$ cat src/nearest_palette_color_search_assert.svh
// Assertion macros used by the nearest palette color search top level.
`ifndef NEAREST_PALETTE_COLOR_SEARCH_ASSERT_SVH
`define NEAREST_PALETTE_COLOR_SEARCH_ASSERT_SVH

// Same-cycle implication, sampled on clk and disabled during reset.
`define NPCS_ASSERT_IMP(name, ante, cons) \
	name: assert property (@(posedge clk) disable iff (!arst_n) (ante) |-> (cons)) \
		else $error("nearest palette search: same-cycle check failed");

// Next-cycle implication, sampled on clk and disabled during reset.
`define NPCS_ASSERT_NXT(name, ante, cons) \
	name: assert property (@(posedge clk) disable iff (!arst_n) (ante) |=> (cons)) \
		else $error("nearest palette search: next-cycle check failed");

`endif

$ cat src/npcs_pkg.sv
// Package with types, constants and the distance function of the palette search.
`timescale 1ns / 1ps
package npcs_pkg;

	localparam int PALETTE_ENTRIES = 256;
	localparam int IDX_W   = 8;
	localparam int COLOR_W = 15;
	localparam int ERR_W   = 10;
	localparam int BEST_W  = ERR_W + 1;
	localparam logic [BEST_W-1:0] ERROR_START = 11'd1024;
	localparam logic [IDX_W-1:0] LAST_STEP = IDX_W'(PALETTE_ENTRIES - 1);

	typedef enum logic {
		CMD_WRITE  = 1'b0,
		CMD_SEARCH = 1'b1
	} cmd_e_t;

	typedef enum logic [1:0] {
		ST_IDLE,
		ST_SCAN,
		ST_DRAIN,
		ST_LAST
	} state_t;

	typedef struct packed {
		logic               cmd;
		logic [IDX_W-1:0]   entry_index;
		logic [COLOR_W-1:0] color;
	} req_t;

	typedef struct packed {
		logic [IDX_W-1:0] best_index;
		logic [ERR_W-1:0] best_error;
	} rsp_t;

	typedef struct packed {
		logic shift;
		logic load;
	} cell_ctrl_t;

	function automatic logic [7:0] abs_diff(logic [7:0] a, logic [7:0] b);
		return (a > b) ? (a - b) : (b - a);
	endfunction

	// Each 5-bit channel is moved to 8-bit alignment before the differences.
	function automatic logic [ERR_W-1:0] color_distance(logic [COLOR_W-1:0] q,
			logic [COLOR_W-1:0] e);
		logic [7:0] dr;
		logic [7:0] dg;
		logic [7:0] db;
		dr = abs_diff({q[4:0], 3'b000}, {e[4:0], 3'b000});
		dg = abs_diff({q[9:5], 3'b000}, {e[9:5], 3'b000});
		db = abs_diff({q[14:10], 3'b000}, {e[14:10], 3'b000});
		return ERR_W'(dr) + ERR_W'(dg) + ERR_W'(db);
	endfunction

endpackage

$ cat src/npcs_cell.sv
// One palette entry of the rotating cell ring.
`timescale 1ns / 1ps
module npcs_cell (
	input  logic                         clk,
	input  logic                         arst_n,
	input  npcs_pkg::cell_ctrl_t         ctrl,
	input  logic [npcs_pkg::COLOR_W-1:0] wr_color,
	input  logic [npcs_pkg::COLOR_W-1:0] shift_in,
	output logic [npcs_pkg::COLOR_W-1:0] entry
);

	logic [npcs_pkg::COLOR_W-1:0] entry_q;

	always_ff @(posedge clk or negedge arst_n) begin
		if (!arst_n) begin
			entry_q <= '0;
		end else if (ctrl.load) begin
			entry_q <= wr_color;
		end else if (ctrl.shift) begin
			entry_q <= shift_in;
		end
	end

	assign entry = entry_q;

endmodule

$ cat config.mk
export PLATFORM = sky130hd
export DESIGN_NAME = npcs_cell
export DESIGN_NICKNAME = d
export VERILOG_FILES = /design/src/nearest_palette_color_search_assert.svh /design/src/npcs_pkg.sv /design/src/npcs_cell.sv
export SDC_FILE = /design/constraint.sdc
export NUM_CORES = 1
export LEC_CHECK = 0
export ABC_AREA = 1
export BUFFER_PORTS_ARGS = -buffer_cell sky130_fd_sc_hd__buf_2
export CAP_MARGIN = 20
export CORE_ASPECT_RATIO = 0.75
export CORE_MARGIN = 5
export CORE_UTILIZATION = 40
export CTS_CLUSTER_SIZE = 16
export DETAILED_ROUTE_END_ITERATION = 8
export GPL_TIMING_DRIVEN = 0
export PLACE_DENSITY_LB_ADDON = 0.05
export RECOVER_POWER = 50
export REMOVE_ABC_BUFFERS = 1
export SLEW_MARGIN = 5
export SYNTH_ARGS = -nofsm -noshare
export SYNTH_HDL_FRONTEND = slang
export SYNTH_SLANG_ARGS = --single-unit
$ cat constraint.sdc
create_clock -name clk -period 0.8 [get_ports clk]
set_clock_uncertainty 0.1 [all_clocks]
set_input_delay 0.08 -clock clk [delete_from_list [all_inputs] [get_ports clk]]
set_output_delay 0.08 -clock clk [all_outputs]
set_load 0.01 [all_outputs]
==> impl_metrics.yaml, run 1 <==
placed_design:
  numPortBuffers: 48
  hpwlAfterDp_um: 1410
  dpl-instance-area_um2: 932
  gp_congestion: 0.631
  dp_slack_ns: -0.247
cells_and_area:
  num_antenna_cells: 0
  final_core_util_pct: 76.4
  fin_nets: 191
  drive_above_1_share_pct: 44.2
  finalInstanceArea_um2: 1320
  areaGrowthSynthToFinish_pct: 83.4
  largest_reg_flops: 15
power:
  p_leak_nw: 0.705
  power_density_nw_per_um2: 1380
  peakVddDrop_mv: 0.982
critical_path:
  crit_path_end_kind: "primary output"
  path_buf_inv: 1
  start_kind: "flip-flop"
  crit_end: "entry[9]"
  reg2reg_slack_ns: -0.06
  reg2reg_depth: 3
  worstPathRequired_ns: 0.62
  worst-endpoint-arrival_ns: 0.82
  crit_start: "entry[9]"
  worst-path-max-fanout: 2
  path_cells: "buf_2"
  crit_cells: 1
  crit_type: "reg2out"
  cpPeakStageDelay_ns: 0.40
  path_delay_family: "flip-flops"
  crit_slowest_cell: "dfrtp_1"
  rr_startpoint: "entry[11]"
  r2r-end: "entry[11]"
detailed_routing:
  drtIter0Drc: 32
  routed_wl_um: 2390
  vias_per_cell: 4.81
  antenna_left: 0
  wl_per_cell_um: 13.4
  via_count: 856
  route.detailed.drc: 0
  firstDrtPassIters: 4
timing:
  relSlewSlack_pct: 72.6
  finalCritPeriodShare_pct: 125
  maxClockFrequency_mhz: 998
  holdWs_ns: -0.0486
  final-max-slew-violation-count: 0
  worst_slew_pin_slew_ns: 0.411
  rsz0062_at_grt: "true"
  finalWorstSetupSlack_ns: -0.202
  setup_viol: 20
  period_needed_ns: 1.00
  hold_viol_final: 5
  fin_setup_tns_ns: -3.00
grt:
  antenna_found_initial: 0
  grt.overflow.total: 0
  grt_max_degree: 18
  grt_usage_pct: 19.2
  grt_pass1_vias: 873
  grt_pass1_wl_um: 3820
floorplan:
  fp.dieH_um: 46.7
  num_rows: 13
  start_util_pct: 41.7
  io-pin-count: 49
  die_w_um: 58.9
  core_um2: 1720
  die_area_um2: 2750
hold_path:
  hp-class: "in2reg"
synth:
  synth.cell_area_um2: 718
  ys_warn_count: 0
  yosysSeqAreaShare_pct: 52.3
  syn_area_per_cell_um2: 8.65
  synth_cell_types: 8
  synthCells: 83
  synth_seq_cells: 15
cts:
  clkTransAtPathRegs_ns: 0.08
  cts_tree: "done"
  clockBufferDepth: 2
  cts.htree.levels: 1
  cts_sinks: 15
  clk_latency_ns: 0.28
  cts_buffers: 3
  cts_root_buf: "clkbuf_4"
outcome:
  violations: "negative hold slack, negative setup slack"
  status: "finished, violations left"
run:
  maxCapViolCount: 0
==> cell families (layout without fill, tap and decap cells) <==
family	Yosys count	in the layout	synth area share (%)
buf+inv	7	80	8.36
flops	15	15	52.3
simple gates	61	61	39.4
==> area by class of cell <==
type | instances | area [µm²]
tap | 22 | 27.5
clock buffer | 4 | 26.3
timing repair buffer | 75 | 539
fill | 125 | 407
sequential | 15 | 375
multi-input combinational | 61 | 343
inverter | 1 | 6.26
==> synthesized netlist by cell type <==
| cell | instances | area share, % |
|---|---|---|
| nor2_8 | 1 | 2.8 |
| buf_6 | 3 | 4.7 |
| buf_4 | 2 | 2.1 |
| buf_2 | 1 | 0.70 |
| dfrtp_1 | 15 | 52 |
| nand3_1 | 30 | 21 |
| inv_4 | 1 | 0.87 |
| nand2_1 | 30 | 16 |
==> layer usage <==
layer | track usage, % | routed length (µm) | vias up
met5 | 0 | 0 | -
met4 | 6.33 | 21 | 0
met3 | 7.56 | 200 | 4
met2 | 35.0 | 1190 | 28
met1 | 20.5 | 975 | 401
li1 | - | - | 423
==> how the worst min path moves through the flow <==
| stage | from | endpoint | slack [ns] | depth (start not counted) |
|---|---|---|---|---|
| 6_report | shift_in[5] | entry[5] | -0.05 | 3 |
| 5_1_grt | shift_in[3] | entry[3] | -0.04 | 3 |
| 4_1_cts | shift_in[5] | entry[5] | -0.06 | 3 |
| 3_5_place_dp | arst_n | entry[0] | -0.09 | 1 |
| 3_3_place_gp | arst_n | entry[0] | -0.09 | 1 |
| 2_1_floorplan | arst_n | entry[0] | -0.32 | 0 |
==> what timing repair did <==
action                     in CTS  in global routing
buffers inserted                1                  4
gates cloned                    0                  0
hold endpoints to repair       30                  6
gates resized for setup         0                 21
hold buffers                   25                  1
pin swaps                       0                  9
setup endpoints to repair      15                 28
==> power by group <==
part	switching (mW)	leakage, nW	total (mW)	internal, mW
Combinational	0.240	0.508	0.521	0.282
Sequential	0.0373	0.182	0.866	0.829
Clock	0.238	0.0150	0.431	0.194
Total	0.515	0.705	1.82	1.30
==> cells in the final DEF, fill, tap and decap left out, drive strengths merged <==
cell type | synthesis | layout
dlygate4sd3 | 0 | 24
nor2 | 1 | 1
clkbuf | 0 | 6
inv | 1 | 1
dlymetal6s4s | 0 | 2
dfrtp | 15 | 15
nand2 | 30 | 30
buf | 6 | 47
nand3 | 30 | 30
==> through the flow <==
step	cells	total power, mW
2_1_floorplan	77	1.01
3_3_place_gp	147	1.22
3_5_place_dp	147	1.23
4_1_cts	177	1.77
5_1_grt	178	1.93
6_report	178	1.82
Note: power is estimated with default switching activity, not from simulation.
==> run 2, diff against run 1 <==
--- a/config.mk
+++ b/config.mk
@@ -21,3 +21,4 @@
 export SYNTH_ARGS = -nofsm -noshare
 export SYNTH_HDL_FRONTEND = slang
 export SYNTH_SLANG_ARGS = --single-unit
+export TNS_END_PERCENT = 5
==> impl_metrics.yaml, run 2 (synthesis gave the netlist of run 1 again) <==
critical_path:
  path_buf_inv: 1
  worstPathRequired_ns: 0.62
  worst-endpoint-arrival_ns: 0.82
  crit_cells: 1
  start_kind: "flip-flop"
  crit_slowest_cell: "dfrtp_1"
  cpPeakStageDelay_ns: 0.40
  path_delay_family: "flip-flops"
  worst-path-max-fanout: 2
  path_cells: "buf_2"
  crit_type: "reg2out"
  reg2reg_depth: 3
  crit_path_end_kind: "primary output"
detailed_routing:
  vias_per_cell: 4.80
  drtIter0Drc: 42
  antenna_left: 0
  route.detailed.drc: 0
  via_count: 859
  firstDrtPassIters: 4
  wl_per_cell_um: 13.3
  routed_wl_um: 2380
hold_path:
  hp-class: "in2reg"
  holdPathStages: 3
timing:
  holdWs_ns: -0.0499
  fin_setup_tns_ns: -2.87
  period_needed_ns: 1.00
  maxClockFrequency_mhz: 998
  final-max-slew-violation-count: 0
  setup_viol: 17
  relSlewSlack_pct: 72.1
  rsz0062_at_grt: "true"
  finalWorstSetupSlack_ns: -0.202
  hold_viol_final: 5
  finalCritPeriodShare_pct: 125
  worst_slew_pin_slew_ns: 0.419
grt:
  grt_max_degree: 18
  grt.overflow.total: 0
  antenna_found_initial: 0
  grt_pass1_wl_um: 3820
  grt_usage_pct: 19.2
  grt_pass1_vias: 873
placed_design:
  numPortBuffers: 48
  gp_congestion: 0.631
  dp_slack_ns: -0.247
  placed_cells: 147
  dpl-instance-area_um2: 932
  hpwlAfterDp_um: 1410
cts:
  cts_tree: "done"
  cts_sinks: 15
  cts_root_buf: "clkbuf_4"
  clockBufferDepth: 2
  clk_latency_ns: 0.28
  clkTransAtPathRegs_ns: 0.09
  cts_buffers: 3
  cts.htree.levels: 1
cells_and_area:
  final_core_util_pct: 76.3
  num_antenna_cells: 0
  areaGrowthSynthToFinish_pct: 83.1
  largest_reg_flops: 15
  most-common-layout-cells: "buf_2 (45), nand2_1 (26), nand3_1 (22), dlygate4sd3_1 (17), dfrtp_1 (15)"
  fin_cells: 179
  final_common_cell: "buf_2"
  drive_above_1_share_pct: 42.7
  fin_nets: 192
  finalInstanceArea_um2: 1320
  num-fill-cells: 133
floorplan:
  fp.dieH_um: 46.7
  die_w_um: 58.9
  core_um2: 1720
  io-pin-count: 49
  num_rows: 13
  start_util_pct: 41.7
  die_area_um2: 2750
outcome:
  violations: "negative hold slack, negative setup slack"
  status: "finished, violations left"
power:
  power.total_mw: 1.81
  p_leak_nw: 0.757
  peakVddDrop_mv: 1.09
  power_density_nw_per_um2: 1370
run:
  maxCapViolCount: 0
[run 2: what timing repair did]
item	4_1_cts	5_1_grt
endpoints found under the hold margin	30	6
pin swaps	0	10
resized for setup	0	23
hold buffers	25	1
cloned	0	0
setup buffers	1	1
setup endpoints to repair	15	28
[run 2: worst paths after layout]
check | from | endpoint | slack [ns]
worst min-delay path | shift_in[8] | entry[8] | -0.05
min in group asynchronous | arst_n | entry[0] | 0.14
worst max register to register | entry[11] | entry[11] | -0.05
worst max-delay path | entry[11] | entry[11] | -0.20
max in group asynchronous | arst_n | entry[5] | 0.19
worst min register to register | entry[3] | entry[3] | 0.39
[run 2: layout make-up]
type / count / area, µm² / share of cell area, %
Inverter: 1 / 6.26 / 0.476
Multi-Input combinational cell: 61 / 333 / 25.3
Tap cell: 22 / 27.5 / 2.09
Timing Repair Buffer: 76 / 547 / 41.6
Clock buffer: 4 / 26.3 / 2.00
Sequential cell: 15 / 375 / 28.5
[run 2: layer usage]
layer	vias up	share of wire (%)	GRT usage (%)
met5	-	0	0
met4	0	0.97	6.33
met3	4	8.7	7.56
met2	32	49	35.0
met1	398	42	20.5
li1	425	-	-
[run 2: power breakdown]
group,internal (mW),switching (mW),leakage [nW],total [mW]
Sequential,0.828,0.0342,0.182,0.863
Combinational,0.270,0.235,0.561,0.505
Clock,0.194,0.245,0.0150,0.438
Total,1.29,0.514,0.757,1.81
