==> config.mk <==
export PLATFORM = sky130hd
export DESIGN_NAME = npcs_match
export DESIGN_NICKNAME = d
export VERILOG_FILES = /design/src/nearest_palette_color_search_assert.svh /design/src/npcs_pkg.sv /design/src/npcs_match.sv
export SDC_FILE = /design/constraint.sdc
export NUM_CORES = 1
export LEC_CHECK = 0
export BUFFER_PORTS_ARGS = -buffer_cell sky130_fd_sc_hd__buf_4
export CORE_MARGIN = 5
export CORE_UTILIZATION = 29
export CTS_BUF_LIST = sky130_fd_sc_hd__clkbuf_4 sky130_fd_sc_hd__clkbuf_8
export DETAILED_ROUTE_END_ITERATION = 10
export GPL_ROUTABILITY_DRIVEN = 0
export PLACE_DENSITY = 0.51
export RECOVER_POWER = 25
export SKIP_LAST_GASP = 1
export SLEW_MARGIN = 20
export SYNTH_ARGS = -nofsm -noshare
export SYNTH_HDL_FRONTEND = slang
export SYNTH_SLANG_ARGS = --single-unit
==> constraint.sdc <==
create_clock -name clk -period 1.8 [get_ports clk]
set_input_delay 0.36 -clock clk [delete_from_list [all_inputs] [get_ports clk]]
set_output_delay 0.36 -clock clk [all_outputs]
set_load 0.05 [all_outputs]
==> src/nearest_palette_color_search_assert.svh <==
// Assertion macros used by the nearest palette color search top level.
`ifndef NEAREST_PALETTE_COLOR_SEARCH_ASSERT_SVH
`define NEAREST_PALETTE_COLOR_SEARCH_ASSERT_SVH

// Same-cycle implication, sampled on clk and disabled during reset.
`define NPCS_ASSERT_IMP(name, ante, cons) \
	name: assert property (@(posedge clk) disable iff (!arst_n) (ante) |-> (cons)) \
		else $error("nearest palette search: same-cycle check failed");

// Next-cycle implication, sampled on clk and disabled during reset.
`define NPCS_ASSERT_NXT(name, ante, cons) \
	name: assert property (@(posedge clk) disable iff (!arst_n) (ante) |=> (cons)) \
		else $error("nearest palette search: next-cycle check failed");

`endif

==> src/npcs_pkg.sv <==
// Package with types, constants and the distance function of the palette search.
`timescale 1ns / 1ps
package npcs_pkg;

	localparam int PALETTE_ENTRIES = 256;
	localparam int IDX_W   = 8;
	localparam int COLOR_W = 15;
	localparam int ERR_W   = 10;
	localparam int BEST_W  = ERR_W + 1;
	localparam logic [BEST_W-1:0] ERROR_START = 11'd1024;
	localparam logic [IDX_W-1:0] LAST_STEP = IDX_W'(PALETTE_ENTRIES - 1);

	typedef enum logic {
		CMD_WRITE  = 1'b0,
		CMD_SEARCH = 1'b1
	} cmd_e_t;

	typedef enum logic [1:0] {
		ST_IDLE,
		ST_SCAN,
		ST_DRAIN,
		ST_LAST
	} state_t;

	typedef struct packed {
		logic               cmd;
		logic [IDX_W-1:0]   entry_index;
		logic [COLOR_W-1:0] color;
	} req_t;

	typedef struct packed {
		logic [IDX_W-1:0] best_index;
		logic [ERR_W-1:0] best_error;
	} rsp_t;

	typedef struct packed {
		logic shift;
		logic load;
	} cell_ctrl_t;

	function automatic logic [7:0] abs_diff(logic [7:0] a, logic [7:0] b);
		return (a > b) ? (a - b) : (b - a);
	endfunction

	// Each 5-bit channel is moved to 8-bit alignment before the differences.
	function automatic logic [ERR_W-1:0] color_distance(logic [COLOR_W-1:0] q,
			logic [COLOR_W-1:0] e);
		logic [7:0] dr;
		logic [7:0] dg;
		logic [7:0] db;
		dr = abs_diff({q[4:0], 3'b000}, {e[4:0], 3'b000});
		dg = abs_diff({q[9:5], 3'b000}, {e[9:5], 3'b000});
		db = abs_diff({q[14:10], 3'b000}, {e[14:10], 3'b000});
		return ERR_W'(dr) + ERR_W'(dg) + ERR_W'(db);
	endfunction

endpackage

==> src/npcs_match.sv <==
// Distance stage and running minimum fed by the head of the cell ring.
`timescale 1ns / 1ps
module npcs_match (
	input  logic                         clk,
	input  logic                         arst_n,
	input  logic                         clear,
	input  logic                         head_vld,
	input  logic [npcs_pkg::IDX_W-1:0]   head_idx,
	input  logic [npcs_pkg::COLOR_W-1:0] head_color,
	input  logic [npcs_pkg::COLOR_W-1:0] query,
	output logic [npcs_pkg::IDX_W-1:0]   best_idx,
	output logic [npcs_pkg::BEST_W-1:0]  best_err
);

	logic                        vld_s1;
	logic [npcs_pkg::ERR_W-1:0]  dist_s1;
	logic [npcs_pkg::IDX_W-1:0]  idx_s1;
	logic [npcs_pkg::BEST_W-1:0] best_err_q;
	logic [npcs_pkg::IDX_W-1:0]  best_idx_q;

	always_ff @(posedge clk or negedge arst_n) begin
		if (!arst_n) begin
			vld_s1 <= 1'b0;
		end else begin
			vld_s1 <= head_vld;
		end
	end

	always_ff @(posedge clk) begin
		dist_s1 <= npcs_pkg::color_distance(query, head_color);
		idx_s1  <= head_idx;
	end

	// Strict compare keeps the lowest index on a tie.
	always_ff @(posedge clk or negedge arst_n) begin
		if (!arst_n) begin
			best_err_q <= npcs_pkg::ERROR_START;
			best_idx_q <= '0;
		end else if (clear) begin
			best_err_q <= npcs_pkg::ERROR_START;
			best_idx_q <= '0;
		end else if (vld_s1 && ({1'b0, dist_s1} < best_err_q)) begin
			best_err_q <= {1'b0, dist_s1};
			best_idx_q <= idx_s1;
		end
	end

	assign best_idx = best_idx_q;
	assign best_err = best_err_q;

endmodule

==> out/qor.tcl, run 1 <==
set qor(synth-seq-cells) 32
set qor(report.final.hold_viol_count) 0
set qor(synthesis.area_sq_um) 2562
set qor(synth-edff-count) 0
set qor(inserted_clock_buffers) 5
set qor(run_status) {finished, violations left}
set qor(synth_most_common_cell) {sky130_fd_sc_hd__inv_1}
set qor(yosys.area_share.simple) 0.05518
set qor(synth_common_cells) {sky130_fd_sc_hd__inv_1, sky130_fd_sc_hd__ha_1, sky130_fd_sc_hd__mux2i_1}
set qor(total_leakage_power_nw) 2.044
set qor(unrepaired_setup_endpoints_after_global_routing) {yes}
set qor(io_buffer_count) 57
set qor(powerDensity_nw_per_um2) 1027
set qor(remaining_max_slew_budget_at_the_tightest_pin) 0.3916
set qor(grt_use_total) 0.1040
set qor(grt_pass1_wl_um) 9570
set qor(wl_per_cell_um) 11.53
set qor(netlist.top_cell.by_area) {sky130_fd_sc_hd__ha_1}
set qor(setup_ws_ns) -1.034
set qor(area_delta_synth_final_pct) 60.45
set qor(ys_async_sr_fraction) 0.5313
set qor(drt-total-wl_um) 5671
set qor(area_fraction_in_compound_gates_after_synthesis) 0.1147
set qor(via_per_inst) 4.272
set qor(place_hpwl_um) 4550
set qor(multiInputGateArea_sq_um) 1914
set qor(clock-sinks) 32
set qor(hold_path_class) {primary input to flop}
set qor(io_pins) 61
set qor(core_util_final) 0.4738
set qor(synth_top_family_by_area) {adder cells}
set qor(die_h_um) 104
set qor(die_outline_area_sq_um) 10820
set qor(stdcell_count) 492
set qor(setup.worst_path.end_class) {flop}
set qor(maxCapViolations) 0
set qor(timing.setup.critical_path_class) {primary input to flop}
set qor(firstDrtPassIters) 4
set qor(synth.top_cell.area_share) 0.1855
set qor(synth_area_leaders) {sky130_fd_sc_hd__ha_1, sky130_fd_sc_hd__dfrtp_1, sky130_fd_sc_hd__dfxtp_1}
set qor(fmax_ghz) 0.3529
set qor(per_instance_average_area_after_synthesis_sq_um) 9.818
set qor(critPathArrivalTime_ns) 3.00
set qor(ctsHtreeMaxLevel) 2
set qor(synthDistinctLibCells) 28
set qor(clkTransAtPathRegs_ns) 0.06
set qor(start_util) 0.2953
set qor(detailroute.via_count) 2102
set qor(finalMaxSlewViolations) 0
set qor(chip_width_um) 104
set qor(synth_cells) 261
set qor(report.final.setup_viol) 21
set qor(detailedRoute.firstIterationViolations) 37
set qor(critPathMaxFanout) 3
set qor(vdd.ir_drop.worst_mv) 0.4055
set qor(fillCellCount) 848
set qor(std_cell_rows) 34
set qor(required_ns) 1.96
set qor(clk-insertion-delay-late_ns) 0.28
set qor(antenna_violating_nets_post_route) 0
set qor(yosys.area_share.xor_xnor) 0.04102
set qor(ctsLongestPathBuffers) 2
set qor(seqCellArea_sq_um) 735.7
set qor(worstSetupStartpointType) {primary input}
set qor(post-route-period-util) 1.574
set qor(synth_seq_area_share) 0.2837
set qor(dpl.cell_count) 472
set qor(detailedPlace.worstSlack_ns) -1.458
set qor(cts_root_buffer) {sky130_fd_sc_hd__clkbuf_8}
set qor(setup_tns_ns) -6.829
set qor(grt_start_max_net_pins) 18
set qor(nNetsFinal) 475
set qor(drive_gt1_frac) 0.4974
set qor(drc_errors) 0
set qor(yosysWarnings) 0
set qor(global_route_total_overflow) 0
set qor(timing.clock.skew_ns) 0.007106
set qor(num_antenna_cells) 0
set qor(final.min_clock_period_ns) 2.834
set qor(failed_checks) {negative setup slack}
set qor(power.total_mw) 4.221
set qor(fp.coreArea_sq_um) 8678
set qor(yosys.area_share.adder) 0.2793
set qor(ys_dominant_reg_cell) {sky130_fd_sc_hd__dfrtp_1}
set qor(multiplexer_area_fraction_after_synthesis) 0.1172
set qor(cts_tree) {yes}
set qor(first_global_vias) 2117
set qor(worst_pin_slew_ns) 0.9126
set qor(number_of_antenna_violations_at_the_first_check_in_global_routing) 0
[worst max-delay path, stage by stage]
cell and delay, ns:
sky130_fd_sc_hd__buf_4 0.12, sky130_fd_sc_hd__inv_2 0.07, sky130_fd_sc_hd__ha_4 0.20, sky130_fd_sc_hd__nor2b_4 0.13, sky130_fd_sc_hd__o31ai_2 0.21, sky130_fd_sc_hd__a21oi_2 0.11
sky130_fd_sc_hd__buf_4 0.16, sky130_fd_sc_hd__mux2i_4 0.18, sky130_fd_sc_hd__fa_1 0.47, sky130_fd_sc_hd__inv_2 0.08, sky130_fd_sc_hd__ha_4 0.12, sky130_fd_sc_hd__inv_2 0.04
sky130_fd_sc_hd__fa_2 0.39, sky130_fd_sc_hd__inv_2 0.05, sky130_fd_sc_hd__a21o_1 0.11, sky130_fd_sc_hd__a21oi_2 0.05, sky130_fd_sc_hd__xor2_1 0.15
[layout by cell type, fill, tap and decap left out, types with 10 or more instances in the layout]
master and n:
sky130_fd_sc_hd__buf_6 14, sky130_fd_sc_hd__dfxtp_1 15, sky130_fd_sc_hd__mux2i_1 25, sky130_fd_sc_hd__a21oi_1 10, sky130_fd_sc_hd__buf_4 94, sky130_fd_sc_hd__clkbuf_4 11, sky130_fd_sc_hd__ha_1 21, sky130_fd_sc_hd__a21o_1 12
sky130_fd_sc_hd__nor2_1 23, sky130_fd_sc_hd__inv_1 41, sky130_fd_sc_hd__ha_4 17
[sequential cells by signal, indices dropped and copies added (netlist names)]
name / count
best_idx: 8
best_err: 8
vld_s1: 1
dist_s1: 7
idx_s1: 8
[area by class of cell]
type | instances | share of cell area
clock buffer | 7 | 0.02039
clock inverter | 1 | 0.001217
inverter | 54 | 0.05417
multi-input combinational | 167 | 0.4656
sequential | 32 | 0.1789
tap | 108 | 0.03287
timing repair buffer | 123 | 0.2468
[where the power goes]
| part | internal, mW | leakage [nW] | switching (mW) |
|---|---|---|---|
| registers | 0.891 | 0.339 | 0.0918 |
| logic | 1.45 | 1.66 | 1.25 |
| clock network | 0.301 | 0.0491 | 0.240 |
| total | 2.64 | 2.04 | 1.58 |
[layer usage]
layer | global-route usage | part of all wire | vias up
met1 | 0.1374 | 0.45 | 968
met4 | 0.02775 | 0.0090 | 0
li1 | - | - | 1079
met5 | 0 | 0 | -
met2 | 0.1689 | 0.48 | 50
met3 | 0.02607 | 0.056 | 5
[final timing paths]
path / startpoint / to / depth (start not counted) / slack, ns
min: head_idx[0] / idx_s1[0] / 1 / 0.20
min reg2reg: idx_s1[5] / best_idx[5] / 2 / 0.49
max reg2reg: best_err[3] / best_idx[3] / 9 / -0.18
max: head_color[6] / dist_s1[8] / 17 / -1.03
min in group asynchronous: arst_n / best_idx[6] / 2 / 0.74
max in group asynchronous: arst_n / best_err[8] / 2 / 0.43
[cells by family (layout without fill, tap and decap cells)]
kind of cell               Yosys count  after routing
AOI/OAI and AO/OA                   41             41
DFF                                 32             32
and+or+nand+nor                     31             31
xor gates and xnor gates            12             12
other                                1              3
muxes                               30             30
adders and majority gates           50             50
buffers and inverters               64            185
[repair_timing]
action / 4_1_cts / 5_1_grt
resized for setup: 33 / 22
hold endpoints to repair: 16 / 0
hold buffers: 1 / 0
pin swaps: 24 / 23
buffers inserted: 7 / 6
gates cloned: 1 / 0
endpoints found under the setup margin: 21 / 21
[stage by stage]
step / cell area [sq um] / hold slack [ns]
floorplan: 2754 / 0.06441
global placement: 3632 / 0.2430
detailed placement: 3632 / 0.2404
CTS: 3988 / 0.1666
global route: 4111 / 0.1833
finish: 4111 / 0.2004
Power figures use the tool's default switching activity.
==> run 2: changes to the inputs <==
- ABC_AREA: not set -> 1
- PLACE_DENSITY: 0.51 -> 0.5
==> run 2 against run 1 <==
Net effect:
- the flow still finishes with violations (negative setup slack)
- synthesized cell count grew 50%
- clock power rose by 4.1%
- synthesized area increased by 16%
- power rose by 4.0%
- flip-flop and latch count unchanged
- combinational power increased by 4%
- final cell count increased by 31%
- critical path type unchanged
- critical endpoint unchanged
- largest power group unchanged
==> out/qor.tcl, run 2 <==
set qor(finalMaxSlewViolations) 0 ;# unchanged
set qor(detailedRoute.firstIterationViolations) 61 ;# was 37
set qor(io_buffer_count) 57 ;# unchanged
set qor(chip_width_um) 111.3 ;# was 104 um
set qor(critical_path_buf_inv_count) 3 ;# was 6
set qor(grt_use_total) 0.1071 ;# was 0.1040
set qor(switching_portion_of_total_power) 0.4369 ;# was 0.3749
set qor(remaining_max_slew_budget_at_the_tightest_pin) 0.3465 ;# was 0.3916
set qor(netlist.top_cell.by_area) {sky130_fd_sc_hd__ha_1} ;# unchanged
set qor(cp_top_family) {adder cells} ;# unchanged
set qor(grt_pass1_wl_um) 11410 ;# was 9570 um
set qor(fmax_ghz) 0.3744 ;# was 0.3529 GHz
set qor(place_hpwl_um) 5157 ;# was 4550 um
set qor(synth_area_leaders) {sky130_fd_sc_hd__ha_1, sky130_fd_sc_hd__dfrtp_1, sky130_fd_sc_hd__nand2_1} ;# was sky130_fd_sc_hd__ha_1, sky130_fd_sc_hd__dfrtp_1, sky130_fd_sc_hd__dfxtp_1
set qor(nNetsFinal) 600 ;# was 475
set qor(final_common_cell) {sky130_fd_sc_hd__buf_4} ;# unchanged
set qor(ctsHtreeMaxLevel) 2 ;# unchanged
set qor(share_comb_of_total_power) 0.642 ;# was 0.639
set qor(global_route_total_overflow) 0 ;# unchanged
set qor(report.final.hold_viol_count) 0 ;# unchanged
set qor(synth_common_cells) {sky130_fd_sc_hd__nand2_1, sky130_fd_sc_hd__inv_1, sky130_fd_sc_hd__ha_1} ;# was sky130_fd_sc_hd__inv_1, sky130_fd_sc_hd__ha_1, sky130_fd_sc_hd__mux2i_1
set qor(critical_path.max_stage_delay_ns) 0.46 ;# was 0.47 ns
set qor(report.final.setup_viol) 6 ;# was 21
set qor(yosys.area_share.xor_xnor) 0.03238 ;# was 0.04102
set qor(worstPathCellList) {buf_6 -> ha_4 -> nand2_4 -> nor2_4 -> o21bai_1 -> nand2_1 -> nand2_4 -> nand2_4 -> o21ai_4 -> fa_1 -> inv_2 -> ha_4 -> inv_2 -> fa_2 -> o21ai_2 -> a21oi_2 -> xor2_1} ;# was buf_4 -> inv_2 -> ha_4 -> nor2b_4 -> o31ai_2 -> a21oi_2 -> buf_4 -> mux2i_4 -> fa_1 -> inv_2 -> ha_4 -> inv_2 -> fa_2 -> inv_2 -> a21o_1 -> a21oi_2 -> xor2_1
set qor(required_ns) 1.97 ;# was 1.96 ns
set qor(start_util) 0.2921 ;# was 0.2953
set qor(p_int_mw) 2.472 ;# was 2.639 mW
set qor(drive_gt1_frac) 0.4676 ;# was 0.4974
set qor(per_instance_average_area_after_synthesis_sq_um) 7.610 ;# was 9.818 sq um
set qor(failed_checks) {negative setup slack} ;# unchanged
set qor(fillCellCount) 1040 ;# was 848
set qor(reg2regPathDepth) 10 ;# was 9
set qor(setup_ws_ns) -0.8708 ;# was -1.034 ns
set qor(switchingPower_mw) 1.918 ;# was 1.582 mW
set qor(vdd.ir_drop.worst_mv) 0.4103 ;# was 0.4055 mV
set qor(synth-seq-cells) 32 ;# unchanged
set qor(timing.setup.critical_path_class) {primary input to flop} ;# unchanged
set qor(critical_path.slowest_cell) {sky130_fd_sc_hd__fa_1} ;# unchanged
set qor(clock-sinks) 32 ;# unchanged
set qor(inserted_clock_buffers) 5 ;# unchanged
set qor(num_antenna_cells) 0 ;# unchanged
set qor(critPathMaxFanout) 6 ;# was 3
set qor(wl_per_cell_um) 10.42 ;# was 11.53 um
set qor(worst_hold_startpoint) {head_idx[1]} ;# was head_idx[0]
set qor(top_library_cells_by_usage_in_the_layout_fill_and_taps_aside) {sky130_fd_sc_hd__buf_4, sky130_fd_sc_hd__nand2_1, sky130_fd_sc_hd__inv_1, sky130_fd_sc_hd__nand3_1} ;# was sky130_fd_sc_hd__buf_4, sky130_fd_sc_hd__inv_1, sky130_fd_sc_hd__mux2i_1, sky130_fd_sc_hd__nor2_1, sky130_fd_sc_hd__ha_1
set qor(multiplexer_area_fraction_after_synthesis) 0 ;# was 0.1172
set qor(hold_end) {idx_s1[1]} ;# was idx_s1[0]
set qor(clk-insertion-delay-late_ns) 0.28 ;# about the same
set qor(first_global_vias) 2677 ;# was 2,117
set qor(worst_hold_path.num_cells) 1 ;# unchanged
set qor(unrepaired_setup_endpoints_after_global_routing) {yes} ;# unchanged
set qor(timing.rr.start) {best_err[9]} ;# was best_err[3]
set qor(setup.worst_path.end_class) {flop} ;# unchanged
set qor(detailroute.via_count) 2679 ;# was 2,102
set qor(firstDrtPassIters) 4 ;# unchanged
set qor(crit_top_cell) {sky130_fd_sc_hd__nand2_4} ;# was sky130_fd_sc_hd__inv_2
set qor(maxCapViolations) 0 ;# unchanged
set qor(yosysWarnings) 0 ;# unchanged
set qor(core_util_final) 0.4456 ;# was 0.4738
set qor(cts_root_buffer) {sky130_fd_sc_hd__clkbuf_8} ;# unchanged
set qor(io_pins) 61 ;# unchanged
set qor(synth_most_common_cell) {sky130_fd_sc_hd__nand2_1} ;# was sky130_fd_sc_hd__inv_1
set qor(synth_seq_area_share) 0.2443 ;# was 0.2837
set qor(run_status) {finished, violations left} ;# unchanged
set qor(drt-total-wl_um) 6720 ;# was 5671 um
set qor(yosys.area_share.simple) 0.2902 ;# was 0.05518
set qor(final.min_clock_period_ns) 2.671 ;# was 2.834 ns
set qor(ys_dominant_reg_cell) {sky130_fd_sc_hd__dfrtp_1} ;# unchanged
set qor(area_fraction_in_compound_gates_after_synthesis) 0.03953 ;# was 0.1147
set qor(powerDensity_nw_per_um2) 967.4 ;# was 1027 nW/um^2
set qor(p_clk_frac) 0.128 ;# about the same
set qor(setup_tns_ns) -4.119 ;# was -6.829 ns
set qor(std_cell_rows) 37 ;# was 34
set qor(post-route-period-util) 1.484 ;# was 1.574
set qor(synth_top_family_by_area) {simple AND/OR/NAND/NOR gates} ;# was adder cells
set qor(antenna_violating_nets_post_route) 0 ;# unchanged
set qor(ctsLongestPathBuffers) 2 ;# unchanged
set qor(critPathArrivalTime_ns) 2.84 ;# was 3.00 ns
set qor(worst_pin_slew_ns) 0.9803 ;# was 0.9126 ns
set qor(drc_errors) 0 ;# unchanged
set qor(synthDistinctLibCells) 35 ;# was 28
set qor(regToRegEndpoint) {best_idx[4]} ;# was best_idx[3]
set qor(synth-edff-count) 0 ;# unchanged
set qor(fp.coreArea_sq_um) 10180 ;# was 8678 sq um
set qor(worstSetupStartpointType) {primary input} ;# unchanged
set qor(synth.top_cell.area_share) 0.1598 ;# was 0.1855
set qor(share_seq_of_total_power) 0.229 ;# was 0.233
set qor(clkTransAtPathRegs_ns) 0.07 ;# was 0.06 ns
set qor(total_leakage_power_nw) 2.344 ;# was 2.044 nW
set qor(number_of_antenna_violations_at_the_first_check_in_global_routing) 0 ;# unchanged
set qor(synthesis.area_sq_um) 2975 ;# was 2562 sq um
set qor(yosys.area_share.adder) 0.2405 ;# was 0.2793
set qor(ys_async_sr_fraction) 0.5313 ;# unchanged
set qor(area_delta_synth_final_pct) 52.52 ;# was 60.45%
set qor(grt_start_max_net_pins) 32 ;# was 18
set qor(die_outline_area_sq_um) 12390 ;# was 10,820 sq um
set qor(via_per_inst) 4.153 ;# was 4.272
set qor(die_h_um) 111.3 ;# was 104 um
set qor(hold_path_class) {primary input to flop} ;# unchanged
set qor(synth_cells) 391 ;# was 261
set qor(timing.clock.skew_ns) 0.005862 ;# was 0.007106 ns
set qor(regToRegSetupSlack_ns) 0.19 ;# was -0.18 ns
set qor(cts_tree) {yes} ;# unchanged
==> run 2: power groups by stage <==
stage	Clock, mW	Sequential (mW)	Combinational, mW
2_1_floorplan	0	1.27	1.37
3_3_place_gp	0	1.02	2.22
3_5_place_dp	0	1.02	2.24
4_1_cts	0.587	1.01	2.48
5_1_grt	0.620	1.03	3.16
6_report	0.563	1.01	2.82
==> run 2: per-layer routing <==
layer	GRT usage	vias to the layer above	part of all wire
met5	0	-	0
met4	0.02190	0	0.0076
met3	0.02402	6	0.042
met2	0.1878	47	0.49
met1	0.1348	1191	0.46
li1	-	1435	-
==> run 2: cell families (layout without fill, tap and decap cells) <==
family,Yosys count,count (layout)
buffers and inverters,103,219
adders and majority gates,50,50
DFF,32,32
xor gates and xnor gates,11,11
and+or+nand+nor,173,173
other,1,3
AOI/OAI and AO/OA,21,21
==> run 2: through the flow <==
step	worst slack, ns	cells	hold WS (ns)	power [mW]	cell area, sq um
floorplan	-1.008	393	0.06441	2.646	3093
global placement	-1.213	624	0.2409	3.239	3961
detailed placement	-1.239	624	0.2405	3.265	3961
global route	-0.9668	645	0.1834	4.811	4538
finish	-0.8708	645	0.1968	4.390	4538
CTS	-0.8414	639	0.1651	4.071	4270
==> run 2: worst max-delay path by stage <==
stage | from | end | depth (start not counted)
global route | head_color[2] | dist_s1[8] | 18
CTS | head_color[0] | dist_s1[8] | 16
detailed placement | head_color[12] | dist_s1[8] | 17
global placement | head_color[12] | dist_s1[8] | 17
floorplan | head_color[7] | dist_s1[8] | 18
finish | query[2] | dist_s1[8] | 17
==> run 2: final cells by class <==
type,count,area (sq um),area share
repair buffers,123,963.4,0.2123
well taps,136,170.2,0.03750
clock buffers,6,82.58,0.01820
clock inverters,2,10.01,0.002206
multi-input cells,258,2225,0.4902
flip-flops and latches,32,732.0,0.1613
inverters,88,355.3,0.07830
==> run 2: timing repair <==
item / 4_1_cts / 5_1_grt
resized for setup: 35 / 66
endpoints found under the setup margin: 6 / 20
endpoints found under the hold margin: 16 / 0
pin swaps: 25 / 46
buffers inserted: 6 / 6
hold buffers: 1 / 0
==> run 2: worst reg2reg max path, cell delays in order, from the launching register on <==
cell,delay (ns)
sky130_fd_sc_hd__dfrtp_2,0.39
sky130_fd_sc_hd__inv_1,0.05
sky130_fd_sc_hd__ha_1,0.28
sky130_fd_sc_hd__inv_1,0.05
sky130_fd_sc_hd__nor2_1,0.04
sky130_fd_sc_hd__nand2_1,0.08
sky130_fd_sc_hd__nand2_2,0.08
sky130_fd_sc_hd__nor2_8,0.21
sky130_fd_sc_hd__buf_4,0.18
sky130_fd_sc_hd__nand4_1,0.09
sky130_fd_sc_hd__nand2_1,0.09
==> run 3: changes to the inputs <==
- PLACE_DENSITY: 0.5 -> 0.49
- clock period: 1.8 -> 2.7 ns (I/O delays scaled with it)
==> run 3 against run 2 <==
Net effect:
- the flow still finishes with violations (negative setup slack)
- final cell count fell by 0.93%
- worst hold slack improved by 0.16 ns
- flip-flop and latch count did not move
- register-to-register slack improved by 0.83 ns
- sequential share of layout area rose by 0.059 points
- count of clock-buffer cells in the layout rose by 2
- critical endpoint is now dist_s1[6]
==> out/qor.tcl, run 3 (same netlist as run 2, synthesis figures left out) <==
set qor(run_status) {finished, violations left} ;# unchanged
set qor(failed_checks) {negative setup slack} ;# unchanged
set qor(setup_ws_ns) -0.1495 ;# was -0.8708 ns
set qor(ctsHtreeMaxLevel) 2 ;# unchanged
set qor(maxCapViolations) 0 ;# unchanged
set qor(worstSetupStartpointType) {primary input} ;# unchanged
set qor(worstPathCellList) {buf_6 -> buf_6 -> ha_4 -> inv_4 -> fa_2 -> inv_2 -> nand2_2 -> nand2_2 -> fa_1 -> inv_1 -> ha_2 -> inv_2 -> fa_2 -> buf_4 -> buf_6 -> xnor2_2} ;# was buf_6 -> ha_4 -> nand2_4 -> nor2_4 -> o21bai_1 -> nand2_1 -> nand2_4 -> nand2_4 -> o21ai_4 -> fa_1 -> inv_2 -> ha_4 -> inv_2 -> fa_2 -> o21ai_2 -> a21oi_2 -> xor2_1
set qor(first_global_vias) 2594 ;# was 2,677
set qor(critical_path.max_stage_delay_ns) 0.56 ;# was 0.46 ns
set qor(drc_errors) 0 ;# unchanged
set qor(nNetsFinal) 594 ;# was 600
set qor(clk-insertion-delay-late_ns) 0.28 ;# about the same
set qor(final.min_clock_period_ns) 2.849
set qor(timing.setup.critical_path_class) {primary input to flop} ;# unchanged
set qor(fmax_ghz) 0.3509
set qor(worst_hold_startpoint) {head_idx[1]} ;# unchanged
set qor(num_antenna_cells) 0 ;# unchanged
set qor(report.final.hold_viol_count) 0 ;# unchanged
set qor(core_util_final) 0.4409 ;# was 0.4456
set qor(powerDensity_nw_per_um2) 632.8 ;# was 967.4 nW/um^2
set qor(cts_root_buffer) {sky130_fd_sc_hd__clkbuf_8} ;# unchanged
set qor(critical_path.slowest_cell) {sky130_fd_sc_hd__fa_2} ;# was sky130_fd_sc_hd__fa_1
set qor(wl_per_cell_um) 10.23 ;# was 10.42 um
set qor(die_outline_area_sq_um) 12390 ;# unchanged
set qor(post-route-period-util) 1.055
set qor(antenna_violating_nets_post_route) 0 ;# unchanged
set qor(inserted_clock_buffers) 5 ;# unchanged
set qor(io_buffer_count) 57 ;# unchanged
set qor(clock-sinks) 32 ;# unchanged
set qor(detailedRoute.firstIterationViolations) 51 ;# was 61
set qor(final_common_cell) {sky130_fd_sc_hd__buf_4} ;# unchanged
set qor(crit_top_cell) {sky130_fd_sc_hd__buf_6} ;# was sky130_fd_sc_hd__nand2_4
set qor(place_hpwl_um) 5077 ;# was 5157 um
set qor(start_util) 0.2921 ;# unchanged
set qor(remaining_max_slew_budget_at_the_tightest_pin) 0.3662 ;# was 0.3465
set qor(unrepaired_setup_endpoints_after_global_routing) {yes} ;# unchanged
set qor(fp.coreArea_sq_um) 10180 ;# unchanged
set qor(drt-total-wl_um) 6538 ;# was 6720 um
set qor(drive_gt1_frac) 0.4573 ;# was 0.4676
set qor(vdd.ir_drop.worst_mv) 0.3979 ;# was 0.4103 mV
set qor(area_delta_synth_final_pct) 50.93 ;# was 52.52%
set qor(critPathArrivalTime_ns) 3.02 ;# was 2.84 ns
set qor(grt_use_total) 0.1045 ;# was 0.1071
set qor(via_per_inst) 4.228 ;# was 4.153
set qor(grt_pass1_wl_um) 11200 ;# was 11,410 um
set qor(grt_start_max_net_pins) 32 ;# unchanged
set qor(critPathMaxFanout) 2 ;# was 6
set qor(chip_width_um) 111.3 ;# unchanged
set qor(cts_tree) {yes} ;# unchanged
set qor(hold_buffers) 0 ;# was 1
set qor(firstDrtPassIters) 4 ;# unchanged
set qor(top_library_cells_by_usage_in_the_layout_fill_and_taps_aside) {sky130_fd_sc_hd__buf_4, sky130_fd_sc_hd__nand2_1, sky130_fd_sc_hd__inv_1, sky130_fd_sc_hd__nand3_1, sky130_fd_sc_hd__nand4_1} ;# was sky130_fd_sc_hd__buf_4, sky130_fd_sc_hd__nand2_1, sky130_fd_sc_hd__inv_1, sky130_fd_sc_hd__nand3_1
set qor(global_route_total_overflow) 0 ;# unchanged
set qor(critical_path_buf_inv_count) 8 ;# was 3
set qor(detailroute.via_count) 2702 ;# was 2,679
set qor(report.final.setup_viol) 4 ;# was 6
set qor(total_leakage_power_nw) 2.330 ;# was 2.344 nW
set qor(worst_pin_slew_ns) 0.9507 ;# was 0.9803 ns
set qor(cp_top_family) {adder cells} ;# unchanged
set qor(ctsLongestPathBuffers) 2 ;# unchanged
set qor(timing.clock.skew_ns) 0.007712 ;# was 0.005862 ns
set qor(io_pins) 61 ;# unchanged
set qor(power.total_mw) 2.841 ;# was 4.390 mW
set qor(hold_path_class) {primary input to flop} ;# unchanged
set qor(die_h_um) 111.3 ;# unchanged
set qor(timing.rr.start) {best_err[9]} ;# unchanged
set qor(crit_path_start) {query[5]} ;# was query[2]
set qor(required_ns) 2.87 ;# was 1.97 ns
set qor(std_cell_rows) 37 ;# unchanged
set qor(setup.worst_path.end_class) {flop} ;# unchanged
set qor(number_of_antenna_violations_at_the_first_check_in_global_routing) 0 ;# unchanged
set qor(finalMaxSlewViolations) 0 ;# unchanged
set qor(clkTransAtPathRegs_ns) 0.07 ;# about the same
-- run 3: path summary, 6_finish.rpt --
check	end	slack (ns)	depth (start not counted)
max in group asynchronous	best_idx[5]	1.73	1
worst max-delay path	dist_s1[6]	-0.15	16
worst min register to register	best_idx[6]	0.45	2
min in group asynchronous	best_idx[0]	0.38	1
worst max register to register	best_idx[5]	1.02	10
worst min-delay path	idx_s1[1]	0.36	1
-- run 3: worst register-to-register path, cell delays in order, from the launching register on --
cell and delay, ns:
sky130_fd_sc_hd__dfrtp_1 0.39, sky130_fd_sc_hd__inv_1 0.06, sky130_fd_sc_hd__ha_1 0.28, sky130_fd_sc_hd__inv_1 0.05, sky130_fd_sc_hd__nor2_1 0.04, sky130_fd_sc_hd__nand2_1 0.08
sky130_fd_sc_hd__nand2_2 0.08, sky130_fd_sc_hd__nor2_8 0.26, sky130_fd_sc_hd__nand2_8 0.17, sky130_fd_sc_hd__nand3_1 0.11, sky130_fd_sc_hd__nand2_1 0.05
-- run 3: metrics by stage --
stage,hold WS (ns),setup TNS [ns],cells,cell area (sq um),setup WS [ns]
4_1_cts,0.1103,-0.4723,635,4175,-0.1383
5_1_grt,0.3465,-0.9622,639,4491,-0.2699
3_5_place_dp,0.4216,-2.418,625,3954,-0.5762
2_1_floorplan,0.2444,-0.9107,393,3078,-0.3096
6_report,0.3587,-0.4297,639,4491,-0.1495
3_3_place_gp,0.4216,-2.159,625,3954,-0.5085
-- run 3: area by class of cell --
| type | instances | area [sq um] |
|---|---|---|
| Timing Repair Buffer | 117 | 915.9 |
| Clock buffer | 8 | 103.9 |
| Tap cell | 136 | 170.2 |
| Sequential cell | 32 | 726.9 |
| Multi-Input combinational cell | 258 | 2218 |
| Inverter | 88 | 355.3 |
| Fill cell | 1060 | 5694 |
-- run 3: power breakdown --
part | total [mW] | leakage [nW] | internal (mW) | switching [mW]
combinational | 1.77 | 1.93 | 0.791 | 0.977
sequential | 0.667 | 0.350 | 0.596 | 0.0710
clock | 0.406 | 0.0549 | 0.242 | 0.164
total | 2.84 | 2.33 | 1.63 | 1.21
-- run 3: what timing repair did --
item,4_1_cts,5_1_grt
endpoints found under the hold margin,0,0
gates resized for setup,24,78
pin swaps,18,42
endpoints found under the setup margin,5,5
buffers inserted,2,5
-- run 3: routing by layer --
metal | global-route usage | vias to the layer above | share of wire
met3 | 0.02020 | 5 | 0.044
met1 | 0.1399 | 1211 | 0.46
met4 | 0.02352 | 0 | 0.0069
met5 | 0 | - | 0
met2 | 0.1745 | 49 | 0.49
li1 | - | 1437 | -
